**src/rtl/atse_pkg.sv**
```systemverilog
// Package for the ASN.1 time string to epoch unit: widths, codes, types, tables.
// No dependencies.
package atse_pkg;

  localparam int unsigned MaxChars  = 32;
  localparam int unsigned SecsW     = 38;
  localparam int unsigned QueueDepth = 2;

  typedef enum logic [1:0] {
    ST_OK        = 2'd0,
    ST_MALFORMED = 2'd1,
    ST_RANGE     = 2'd2,
    ST_EPOCH     = 2'd3
  } status_e;

  // Fields of one finished string, handed from front to back
  typedef struct packed {
    logic        utc;
    logic [2:0]  phase;
    logic [5:0]  digit_count;
    logic [13:0] year;
    logic [6:0]  month;
    logic [6:0]  day;
    logic [6:0]  hour;
    logic [6:0]  minute;
    logic [6:0]  second;
    logic        ofs_sign;
    logic [13:0] ofs;
    logic        err;
  } fields_t;

  function automatic logic [8:0] days_before(input logic [3:0] m);
    case (m)
      4'd0:    days_before = 9'd0;
      4'd1:    days_before = 9'd31;
      4'd2:    days_before = 9'd59;
      4'd3:    days_before = 9'd90;
      4'd4:    days_before = 9'd120;
      4'd5:    days_before = 9'd151;
      4'd6:    days_before = 9'd181;
      4'd7:    days_before = 9'd212;
      4'd8:    days_before = 9'd243;
      4'd9:    days_before = 9'd273;
      4'd10:   days_before = 9'd304;
      4'd11:   days_before = 9'd334;
      default: days_before = 9'd365;
    endcase
  endfunction

endpackage

```
**src/rtl/atse_if.sv**
```systemverilog
// Valid/ready channel interfaces for the input characters and the results.
// Depends on atse_pkg.
interface atse_in_if;
  logic       valid;
  logic       ready;
  logic [7:0] ch;
  logic       last;
  logic       two_digit_year;
  modport source (output valid, ch, last, two_digit_year, input ready);
  modport sink (input valid, ch, last, two_digit_year, output ready);
endinterface

interface atse_out_if;
  logic                      valid;
  logic                      ready;
  logic [atse_pkg::SecsW-1:0] seconds;
  logic [1:0]                status;
  modport source (output valid, seconds, status, input ready);
  modport sink (input valid, seconds, status, output ready);
endinterface

```
**src/rtl/atse_front.sv**
```systemverilog
// Front: per-character parse, accumulates fields, emits a fields beat on last.
// Depends on atse_pkg.
module atse_front (
  input  logic               clk_i,
  input  logic               rst_ni,
  input  logic               valid_i,
  output logic               ready_o,
  input  logic [7:0]         ch_i,
  input  logic               last_i,
  input  logic               two_digit_year_i,
  output logic               push_o,
  output atse_pkg::fields_t  fields_o,
  input  logic               full_i
);

  logic [5:0]  pos_q;
  logic [2:0]  phase_q, phase_d;
  logic [5:0]  dcnt_q, dcnt_d;
  logic [13:0] year_q, year_d, ofs_q, ofs_d;
  logic [6:0]  mon_q, mon_d, day_q, day_d, hr_q, hr_d, min_q, min_d, sec_q, sec_d;
  logic        sign_q, sign_d, err_q, err_d;
  logic        is_digit, take;
  logic [3:0]  dig;
  logic [6:0]  idx;

  assign ready_o  = !full_i;
  assign take     = valid_i && ready_o;
  assign is_digit = (ch_i >= 8'h30) && (ch_i <= 8'h39);
  assign dig      = 4'(ch_i - 8'h30);
  assign idx      = {1'b0, dcnt_q} + (two_digit_year_i ? 7'd2 : 7'd0);

  // Next field state for this character
  always_comb begin
    phase_d = phase_q; dcnt_d = dcnt_q; year_d = year_q; ofs_d = ofs_q;
    mon_d = mon_q; day_d = day_q; hr_d = hr_q; min_d = min_q; sec_d = sec_q;
    sign_d = sign_q;
    err_d = err_q | (32'(pos_q) + 32'd1 > atse_pkg::MaxChars);
    if (phase_q == 3'd0) begin
      if (is_digit) begin
        if (idx < 7'd4) year_d = 14'(year_q * 14'd10 + 14'(dig));
        else if (idx < 7'd6) mon_d = 7'(mon_q * 7'd10 + 7'(dig));
        else if (idx < 7'd8) day_d = 7'(day_q * 7'd10 + 7'(dig));
        else if (idx < 7'd10) hr_d = 7'(hr_q * 7'd10 + 7'(dig));
        else if (idx < 7'd12) min_d = 7'(min_q * 7'd10 + 7'(dig));
        else if (idx < 7'd14) sec_d = 7'(sec_q * 7'd10 + 7'(dig));
        if (dcnt_q != 6'd63) dcnt_d = dcnt_q + 6'd1;
      end else if (ch_i == 8'h5A) begin
        phase_d = 3'd1;
      end else if (ch_i == 8'h2B || ch_i == 8'h2D) begin
        sign_d  = (ch_i == 8'h2D);
        phase_d = 3'd2;
      end else begin
        err_d = 1'b1;
      end
    end else if (phase_q >= 3'd2 && phase_q <= 3'd5) begin
      if (is_digit) begin
        ofs_d   = 14'(ofs_q * 14'd10 + 14'(dig));
        phase_d = phase_q + 3'd1;
      end else begin
        err_d = 1'b1;
      end
    end else begin
      err_d = 1'b1;
    end
  end

  always_comb begin
    fields_o.utc = two_digit_year_i; fields_o.phase = phase_d;
    fields_o.digit_count = dcnt_d; fields_o.year = year_d;
    fields_o.month = mon_d; fields_o.day = day_d; fields_o.hour = hr_d;
    fields_o.minute = min_d; fields_o.second = sec_d;
    fields_o.ofs_sign = sign_d; fields_o.ofs = ofs_d; fields_o.err = err_d;
  end
  assign push_o = take && last_i;

  // Accumulators, cleared at the end of each string
  always_ff @(posedge clk_i or negedge rst_ni) begin
    if (!rst_ni) begin
      pos_q <= '0; phase_q <= '0; dcnt_q <= '0; year_q <= '0; ofs_q <= '0;
      mon_q <= '0; day_q <= '0; hr_q <= '0; min_q <= '0; sec_q <= '0;
      sign_q <= 1'b0; err_q <= 1'b0;
    end else if (take) begin
      if (last_i) begin
        pos_q <= '0; phase_q <= '0; dcnt_q <= '0; year_q <= '0; ofs_q <= '0;
        mon_q <= '0; day_q <= '0; hr_q <= '0; min_q <= '0; sec_q <= '0;
        sign_q <= 1'b0; err_q <= 1'b0;
      end else begin
        if (pos_q != 6'd63) pos_q <= pos_q + 6'd1;
        phase_q <= phase_d; dcnt_q <= dcnt_d; year_q <= year_d; ofs_q <= ofs_d;
        mon_q <= mon_d; day_q <= day_d; hr_q <= hr_d; min_q <= min_d;
        sec_q <= sec_d; sign_q <= sign_d; err_q <= err_d;
      end
    end
  end

endmodule

```
**src/rtl/atse_queue.sv**
```systemverilog
// Two-entry queue of finished field sets between front and back.
// Depends on atse_pkg.
module atse_queue (
  input  logic              clk_i,
  input  logic              rst_ni,
  input  logic              push_i,
  input  atse_pkg::fields_t data_i,
  output logic              full_o,
  output logic              valid_o,
  input  logic              pop_i,
  output atse_pkg::fields_t data_o
);

  atse_pkg::fields_t mem_q [atse_pkg::QueueDepth];
  logic wp_q, rp_q;
  logic [1:0] cnt_q;

  assign full_o  = (cnt_q == 2'(atse_pkg::QueueDepth));
  assign valid_o = (cnt_q != 2'd0);
  assign data_o  = mem_q[rp_q];

  always_ff @(posedge clk_i) begin
    if (push_i) mem_q[wp_q] <= data_i;
  end

  always_ff @(posedge clk_i or negedge rst_ni) begin
    if (!rst_ni) begin
      wp_q <= 1'b0; rp_q <= 1'b0; cnt_q <= '0;
    end else begin
      if (push_i) wp_q <= ~wp_q;
      if (pop_i) rp_q <= ~rp_q;
      cnt_q <= cnt_q + {1'b0, push_i} - {1'b0, pop_i};
    end
  end

endmodule

```
**src/rtl/atse_back.sv**
```systemverilog
// Back: three-stage check and conversion to Unix seconds, output register.
// Depends on atse_pkg.
module atse_back (
  input  logic              clk_i,
  input  logic              rst_ni,
  input  logic              valid_i,
  output logic              pop_o,
  input  atse_pkg::fields_t f_i,
  output logic              valid_o,
  input  logic              ready_i,
  output logic [atse_pkg::SecsW-1:0] seconds_o,
  output logic [1:0]        status_o
);

  // Stage 1: format checks, year, day count
  logic        v1_q, v2_q, v3_q, adv1, adv2, adv3;
  logic        bad1_q, bad2_q;
  logic [1:0]  st1_q, st2_q;
  logic [22:0] days1_q;
  logic [6:0]  hr1_q, min1_q, sec1_q;
  logic        ofsv1_q;
  logic [12:0] xtra1_q, xtra2_q;
  logic        neg1_q, neg2_q, ofsv2_q;
  logic [26:0] days_h2_q;
  logic [11:0] ms2_q;

  logic [1:0]  st_c;
  logic [14:0] year_c;
  logic [13:0] yr_c;
  logic [22:0] days_c;
  logic [8:0]  md_c;
  logic        leap_c;
  logic [26:0] ofs_m_c;
  logic [6:0]  oh_c, om_c;
  logic [12:0] xm_c;

  assign adv3 = !v3_q || ready_i;
  assign adv2 = !v2_q || adv3;
  assign adv1 = !v1_q || adv2;
  assign pop_o = valid_i && adv1;

  always_comb begin
    st_c = atse_pkg::ST_OK;
    year_c = f_i.utc ? ((f_i.year < 14'd50) ? 15'(f_i.year) + 15'd2000
                                           : 15'(f_i.year) + 15'd1900)
                     : 15'(f_i.year);
    yr_c   = 14'(year_c - 15'd1970);
    leap_c = (year_c[1:0] == 2'b00);
    days_c = '0; md_c = '0;
    // hhmm split by reciprocal multiply, exact for four digits
    ofs_m_c = 27'(f_i.ofs) * 27'd5243;
    oh_c = ofs_m_c[25:19];
    om_c = 7'(f_i.ofs - 14'(oh_c) * 14'd100);
    xm_c = 13'(oh_c) * 13'd60 + 13'(om_c);
    if (f_i.err || (f_i.phase >= 3'd2 && f_i.phase <= 3'd5) || f_i.phase > 3'd6 ||
        (f_i.utc && f_i.phase == 3'd0) ||
        (f_i.utc && f_i.digit_count != 6'd10 && f_i.digit_count != 6'd12) ||
        (!f_i.utc && f_i.digit_count != 6'd12 && f_i.digit_count != 6'd14)) begin
      st_c = atse_pkg::ST_MALFORMED;
    end else if (year_c < 15'd1970) begin
      st_c = atse_pkg::ST_EPOCH;
    end else if (f_i.month < 7'd1 || f_i.month > 7'd12) begin
      st_c = atse_pkg::ST_RANGE;
    end else begin
      md_c = atse_pkg::days_before(f_i.month[3:0]) -
             atse_pkg::days_before(f_i.month[3:0] - 4'd1);
      if (f_i.month == 7'd2 && leap_c) md_c = md_c + 9'd1;
      days_c = 23'(yr_c) * 23'd365
             + 23'(atse_pkg::days_before(f_i.month[3:0] - 4'd1))
             + 23'((yr_c + 14'd2) >> 2) + 23'(f_i.day) - 23'd1
             - ((leap_c && f_i.month < 7'd3) ? 23'd1 : 23'd0);
      if (f_i.day < 7'd1 || 9'(f_i.day) > md_c || f_i.hour > 7'd23 ||
          f_i.minute > 7'd59 || f_i.second > 7'd59) st_c = atse_pkg::ST_RANGE;
      else if (f_i.phase == 3'd6 && (oh_c > 7'd23 || om_c > 7'd59 ||
               (!f_i.ofs_sign && xm_c > 13'd840) ||
               (f_i.ofs_sign && xm_c > 13'd720))) st_c = atse_pkg::ST_RANGE;
    end
  end

  logic [39:0] tot_c, sub_c;
  logic        neg_c;
  always_comb begin
    tot_c = 40'(days_h2_q) * 40'd3600 + 40'(ms2_q);
    sub_c = 40'(xtra2_q) * 40'd60;
    neg_c = 1'b0;
    if (ofsv2_q && !neg2_q) begin
      neg_c = tot_c < sub_c;
      tot_c = tot_c - sub_c;
    end else if (ofsv2_q) begin
      tot_c = tot_c + sub_c;
    end
  end

  always_ff @(posedge clk_i or negedge rst_ni) begin
    if (!rst_ni) begin
      v1_q <= 1'b0; v2_q <= 1'b0; v3_q <= 1'b0;
    end else begin
      if (adv1) v1_q <= valid_i;
      if (adv2) v2_q <= v1_q;
      if (adv3) v3_q <= v2_q;
    end
  end

  always_ff @(posedge clk_i) begin
    if (adv1) begin
      st1_q <= st_c; bad1_q <= (st_c != atse_pkg::ST_OK);
      days1_q <= days_c; hr1_q <= f_i.hour; min1_q <= f_i.minute;
      sec1_q <= f_i.second; ofsv1_q <= (f_i.phase == 3'd6);
      xtra1_q <= xm_c; neg1_q <= f_i.ofs_sign;
    end
    if (adv2) begin
      st2_q <= st1_q; bad2_q <= bad1_q;
      days_h2_q <= 27'(days1_q) * 27'd24 + 27'(hr1_q);
      ms2_q <= 12'(min1_q) * 12'd60 + 12'(sec1_q);
      xtra2_q <= xtra1_q; neg2_q <= neg1_q; ofsv2_q <= ofsv1_q;
    end
    if (adv3) begin
      if (bad2_q) begin
        status_o <= st2_q; seconds_o <= '0;
      end else if (neg_c) begin
        status_o <= atse_pkg::ST_EPOCH; seconds_o <= '0;
      end else begin
        status_o <= atse_pkg::ST_OK; seconds_o <= tot_c[atse_pkg::SecsW-1:0];
      end
    end
  end
  assign valid_o = v3_q;

endmodule

```
**src/rtl/asn1_time_string_to_epoch_unit.sv**
```systemverilog
// ASN.1 time string to Unix seconds. One character a cycle, back to back, while the queue is not full.
// Result: fields are queued when the last character is accepted, then registered through the back pipeline.
// Throughput: 1 character per cycle while the queue is not full; the 2-entry queue and back pipeline stall apart.
// Reset: asynchronous active low, clears parse state, queue and pipeline valids.
// Depends on atse_pkg, atse_if, atse_front, atse_queue, atse_back.
module asn1_time_string_to_epoch_unit (
  input  logic         clk_i,
  input  logic         rst_ni,
  atse_in_if.sink      in_i,
  atse_out_if.source   out_o
);

  logic              push, full, qv, pop;
  atse_pkg::fields_t fin, fout;

  atse_front u_front (
    .clk_i, .rst_ni, .valid_i(in_i.valid), .ready_o(in_i.ready), .ch_i(in_i.ch),
    .last_i(in_i.last), .two_digit_year_i(in_i.two_digit_year),
    .push_o(push), .fields_o(fin), .full_i(full)
  );

  atse_queue u_queue (
    .clk_i, .rst_ni, .push_i(push), .data_i(fin), .full_o(full),
    .valid_o(qv), .pop_i(pop), .data_o(fout)
  );

  atse_back u_back (
    .clk_i, .rst_ni, .valid_i(qv), .pop_o(pop), .f_i(fout),
    .valid_o(out_o.valid), .ready_i(out_o.ready),
    .seconds_o(out_o.seconds), .status_o(out_o.status)
  );

endmodule
```
**src/flat_wrapper.sv**
```systemverilog
// flat-port wrapper written by rule: the top's interface ports become plain ports
module asn1_time_string_to_epoch_unit_flat 
  (clk_i, rst_ni, in_i_valid, in_i_ch, in_i_last, in_i_two_digit_year, in_i_ready, out_o_valid, out_o_seconds, out_o_status, out_o_ready);
  atse_in_if in_i_i ();
  atse_out_if out_o_i ();
  input  logic clk_i;
  input  logic rst_ni;
  input wire logic [$bits(in_i_i.valid)-1:0] in_i_valid;
  input wire logic [$bits(in_i_i.ch)-1:0] in_i_ch;
  input wire logic [$bits(in_i_i.last)-1:0] in_i_last;
  input wire logic [$bits(in_i_i.two_digit_year)-1:0] in_i_two_digit_year;
  output wire logic [$bits(in_i_i.ready)-1:0] in_i_ready;
  output wire logic [$bits(out_o_i.valid)-1:0] out_o_valid;
  output wire logic [$bits(out_o_i.seconds)-1:0] out_o_seconds;
  output wire logic [$bits(out_o_i.status)-1:0] out_o_status;
  input wire logic [$bits(out_o_i.ready)-1:0] out_o_ready;
  assign in_i_i.valid = in_i_valid;
  assign in_i_i.ch = in_i_ch;
  assign in_i_i.last = in_i_last;
  assign in_i_i.two_digit_year = in_i_two_digit_year;
  assign in_i_ready = in_i_i.ready;
  assign out_o_valid = out_o_i.valid;
  assign out_o_seconds = out_o_i.seconds;
  assign out_o_status = out_o_i.status;
  assign out_o_i.ready = out_o_ready;
  asn1_time_string_to_epoch_unit u_core (.clk_i(clk_i), .rst_ni(rst_ni), .in_i(in_i_i), .out_o(out_o_i));
endmodule
```
**config.mk**
```make
export PLATFORM = sky130hd
export DESIGN_NAME = asn1_time_string_to_epoch_unit_flat
export DESIGN_NICKNAME = d
export VERILOG_FILES = /design/src/rtl/atse_pkg.sv /design/src/rtl/atse_if.sv /design/src/rtl/atse_front.sv /design/src/rtl/atse_queue.sv /design/src/rtl/atse_back.sv /design/src/rtl/asn1_time_string_to_epoch_unit.sv /design/src/flat_wrapper.sv
export SDC_FILE = /design/constraint.sdc
export NUM_CORES = 2
export LEC_CHECK = 0
export ABC_AREA = 0
export BUFFER_PORTS_ARGS = -buffer_cell sky130_fd_sc_hd__buf_2
export CORE_MARGIN = 2
export CORE_UTILIZATION = 45
export CTS_CLUSTER_SIZE = 40
export DETAILED_ROUTE_END_ITERATION = 6
export PLACE_DENSITY = 0.66
export RECOVER_POWER = 25
export SYNTH_ARGS = -nofsm -noshare
export SYNTH_HDL_FRONTEND = slang
export SYNTH_SLANG_ARGS = --single-unit
```
**constraint.sdc**
```tcl
create_clock -name clk_i -period 28.8 [get_ports clk_i]
set_input_delay 5.76 -clock clk_i [delete_from_list [all_inputs] [get_ports clk_i]]
set_output_delay 5.76 -clock clk_i [all_outputs]
set_load 0.03 [all_outputs]
```
==> impl_metrics.ini <==
[clock_tree]
clock-root-buffer = clkbuf_16
clkTransAtPathRegs_ns = 0.06
cts_setup_buffers = 0
worstSkewPairLatency_ns = 0.60
clock-sinks = 396
htree_levels = 2
cts_tree = done
hold_buffers = 0
cts_resized = 0
cts_buffer_depth = 3
cts-buffers-inserted = 45

[finish]
fill_cells = 7836
design_area_um2 = 41900
final_cell_mix = 527 x inv_1, 513 x ha_1, 309 x edfxtp_1
syn2layout_area_growth_pct = 7.81
seq_area_um2 = 11500
fin_nets = 4592
diodes = 0
multi_input_area_um2 = 25100
final_layout_size_suffix_gt1_frac = 0.0697
final_common_cell = inv_1

[run_status]
violations = max-capacitance violations, max-slew violations
outcome = complete, but fails checks

[worst_setup_path]
rr_worst_depth = 38
cp_max_fo = 55
startpoint = u_core.u_queue.rp_q$_DFFE_PN0P_
cpMostUsedCell = inv_1
crit_required_ns = 29.11
cp.arrival_ns = 12.96
cp-start-kind = flop
critPathKind = flop to flop
slowest_stage = clkbuf_1
end_kind = flop
cpPeakStageDelay_ns = 2.40
timing.rr.start = u_core.u_queue.rp_q$_DFFE_PN0P_

[route]
drcViolationCount = 0
dr_total_vias = 26500
first_pass_iters = 5
wl_per_cell_um = 15.6
wirelength_um = 77800
via_per_inst = 5.32
antenna_left = 0
drtIter0Drc = 1355

[global_routing]
grt_max_degree = 81
antenna_found_initial = 0
grt_pass1_wl_um = 131000
grt-ovfl-total = 0
grt_pass1_vias = 26300
grtUsageTotal = 0.176

[synthesis]
netlist_area_um2 = 38900
synth_nets = 4548
yosysSeqAreaShare = 0.295
synthFlopType = edfxtp_1
ys_ff_latch = 396
synth_edf_count = 309
syn_avg_cell_area_um2 = 10.3
yosysUniqueCellTypes = 112
synthCells = 3763
yosysWarnings = 0
synthArstFlopShare = 0.220

[sta]
final-hold-violation-count = 0
clock_skew_ns = 0.0311
layout_setup_ws_ns = 16.15
grt_setup_unrepaired = false
period_share = 0.439
setup_viol = 0
drv_slew = 268
max_slew.worst_pin.slew_ns = 4.14
relSlewSlack = -1.76
max_freq_mhz = 79.0
period_needed_ns = 12.65
fin_tns_setup_ns = 0

[placement]
dpl_cell_area_um2 = 40400
gp_congestion = 0.856
post-place-ws_ns = 18.15
dpl.hpwl_um = 61600
port_buffers = 55

[worst_hold_path]
hold_path_class = flop to flop
holdPathStages = 0
hold_start = u_core.u_back.ofsv1_q$_DFFE_PN_

[flow_run]
drv_cap = 5

[die]
io_pins = 56
core_um2 = 85400
initial_core_util = 0.455
fp.dieH_um = 298
die-area_um2 = 88800
rows = 107
die_w_um = 298
## per-layer routing
layer | global-route usage | wire [um] | up-vias
met4 | 0.0309 | 1060 | 0
li1 | - | - | 13300
met3 | 0.0190 | 2720 | 75
met5 | 0 | 0 | -
met2 | 0.291 | 35500 | 404
met1 | 0.252 | 38500 | 12700
## flip-flops by register name (all words and copies together) (netlist names), 12 cells and up
signal / count
u_core.u_back.days1_q: 23
u_core.u_back.days_h2_q: 27
u_core.u_back.ms2_q: 12
u_core.u_back.seconds_o: 38
u_core.u_back.xtra1_q: 13
u_core.u_back.xtra2_q: 13
u_core.u_front.ofs_q: 14
u_core.u_front.year_q: 14
u_core.u_queue.mem_q: 150
## layout make-up
| type | instances | area share |
|---|---|---|
| Clock buffer | 58 | 0.0280 |
| Inverter | 530 | 0.0475 |
| Multi-Input combinational cell | 2763 | 0.600 |
| Timing Repair Buffer | 71 | 0.00898 |
| Sequential cell | 396 | 0.273 |
| Clock inverter | 25 | 0.00833 |
| Tap cell | 1144 | 0.0341 |
## Yosys cell counts (37+ instances only)
cell	n	area (um^2)
o21ai_0	128	641
nand3_1	76	380
inv_1	527	1980
a22o_1	72	631
nor3_1	67	335
nand2_1	176	661
xor2_1	99	867
nor2_1	205	769
clkbuf_1	47	176
fa_1	258	5160
ha_1	513	6420
a21oi_1	169	846
xnor2_1	221	1940
mux2i_1	45	450
and3_1	37	231
nor2b_1	41	257
edfxtp_1	309	9280
a21o_1	53	398
dfrtp_1	87	2180
mux2_2	86	968
## final timing paths
check / slack, ns / end
setup reg to reg: 16.15 / u_core.u_back.days1_q[22]$_SDFFCE_PP0N_
min in group asynchronous: 5.83 / u_core.u_front.year_q[9]$_DFFE_PN0P_
hold / removal: 0.41 / u_core.u_back.ofsv2_q$_DFFE_PP_
max in group asynchronous: 19.23 / u_core.u_front.day_q[6]$_DFFE_PN0P_
setup / recovery: 16.15 / u_core.u_back.days1_q[22]$_SDFFCE_PP0N_
hold reg to reg: 0.41 / u_core.u_back.ofsv2_q$_DFFE_PP_
## cells by family after synthesis
group	Yosys count	synth area share
mux	131	0.0365
buf+inv	604	0.0598
fa+ha+maj	774	0.299
xor+xnor	326	0.0749
simple gates	828	0.111
flops	396	0.295
compound gates	704	0.125
## worst max-delay path, delay by kind of cell, from the launching register on
family,cells,cell delay [ns]
XOR/XNOR,4,1.01
buffers and inverters,9,3.22
flip-flops,1,1.09
AO/OA/AOI/OAI,9,2.12
AND/OR/NAND/NOR,6,0.67
multiplexers,1,0.58
adder cells (fa/ha/maj),9,3.61
## stage by stage
step | utilization | hold WS, ns | cells
global route | 0.491 | 0.426 | 4987
detailed placement | 0.473 | 0.405 | 4904
CTS | 0.491 | 0.414 | 4987
finish | 0.491 | 0.415 | 4987
global placement | 0.473 | 0.401 | 4904
floorplan | - | 0.400 | 3763
Power is not shown: default switching activity piles up to over one toggle a cycle in this logic, so the estimate is an artifact.
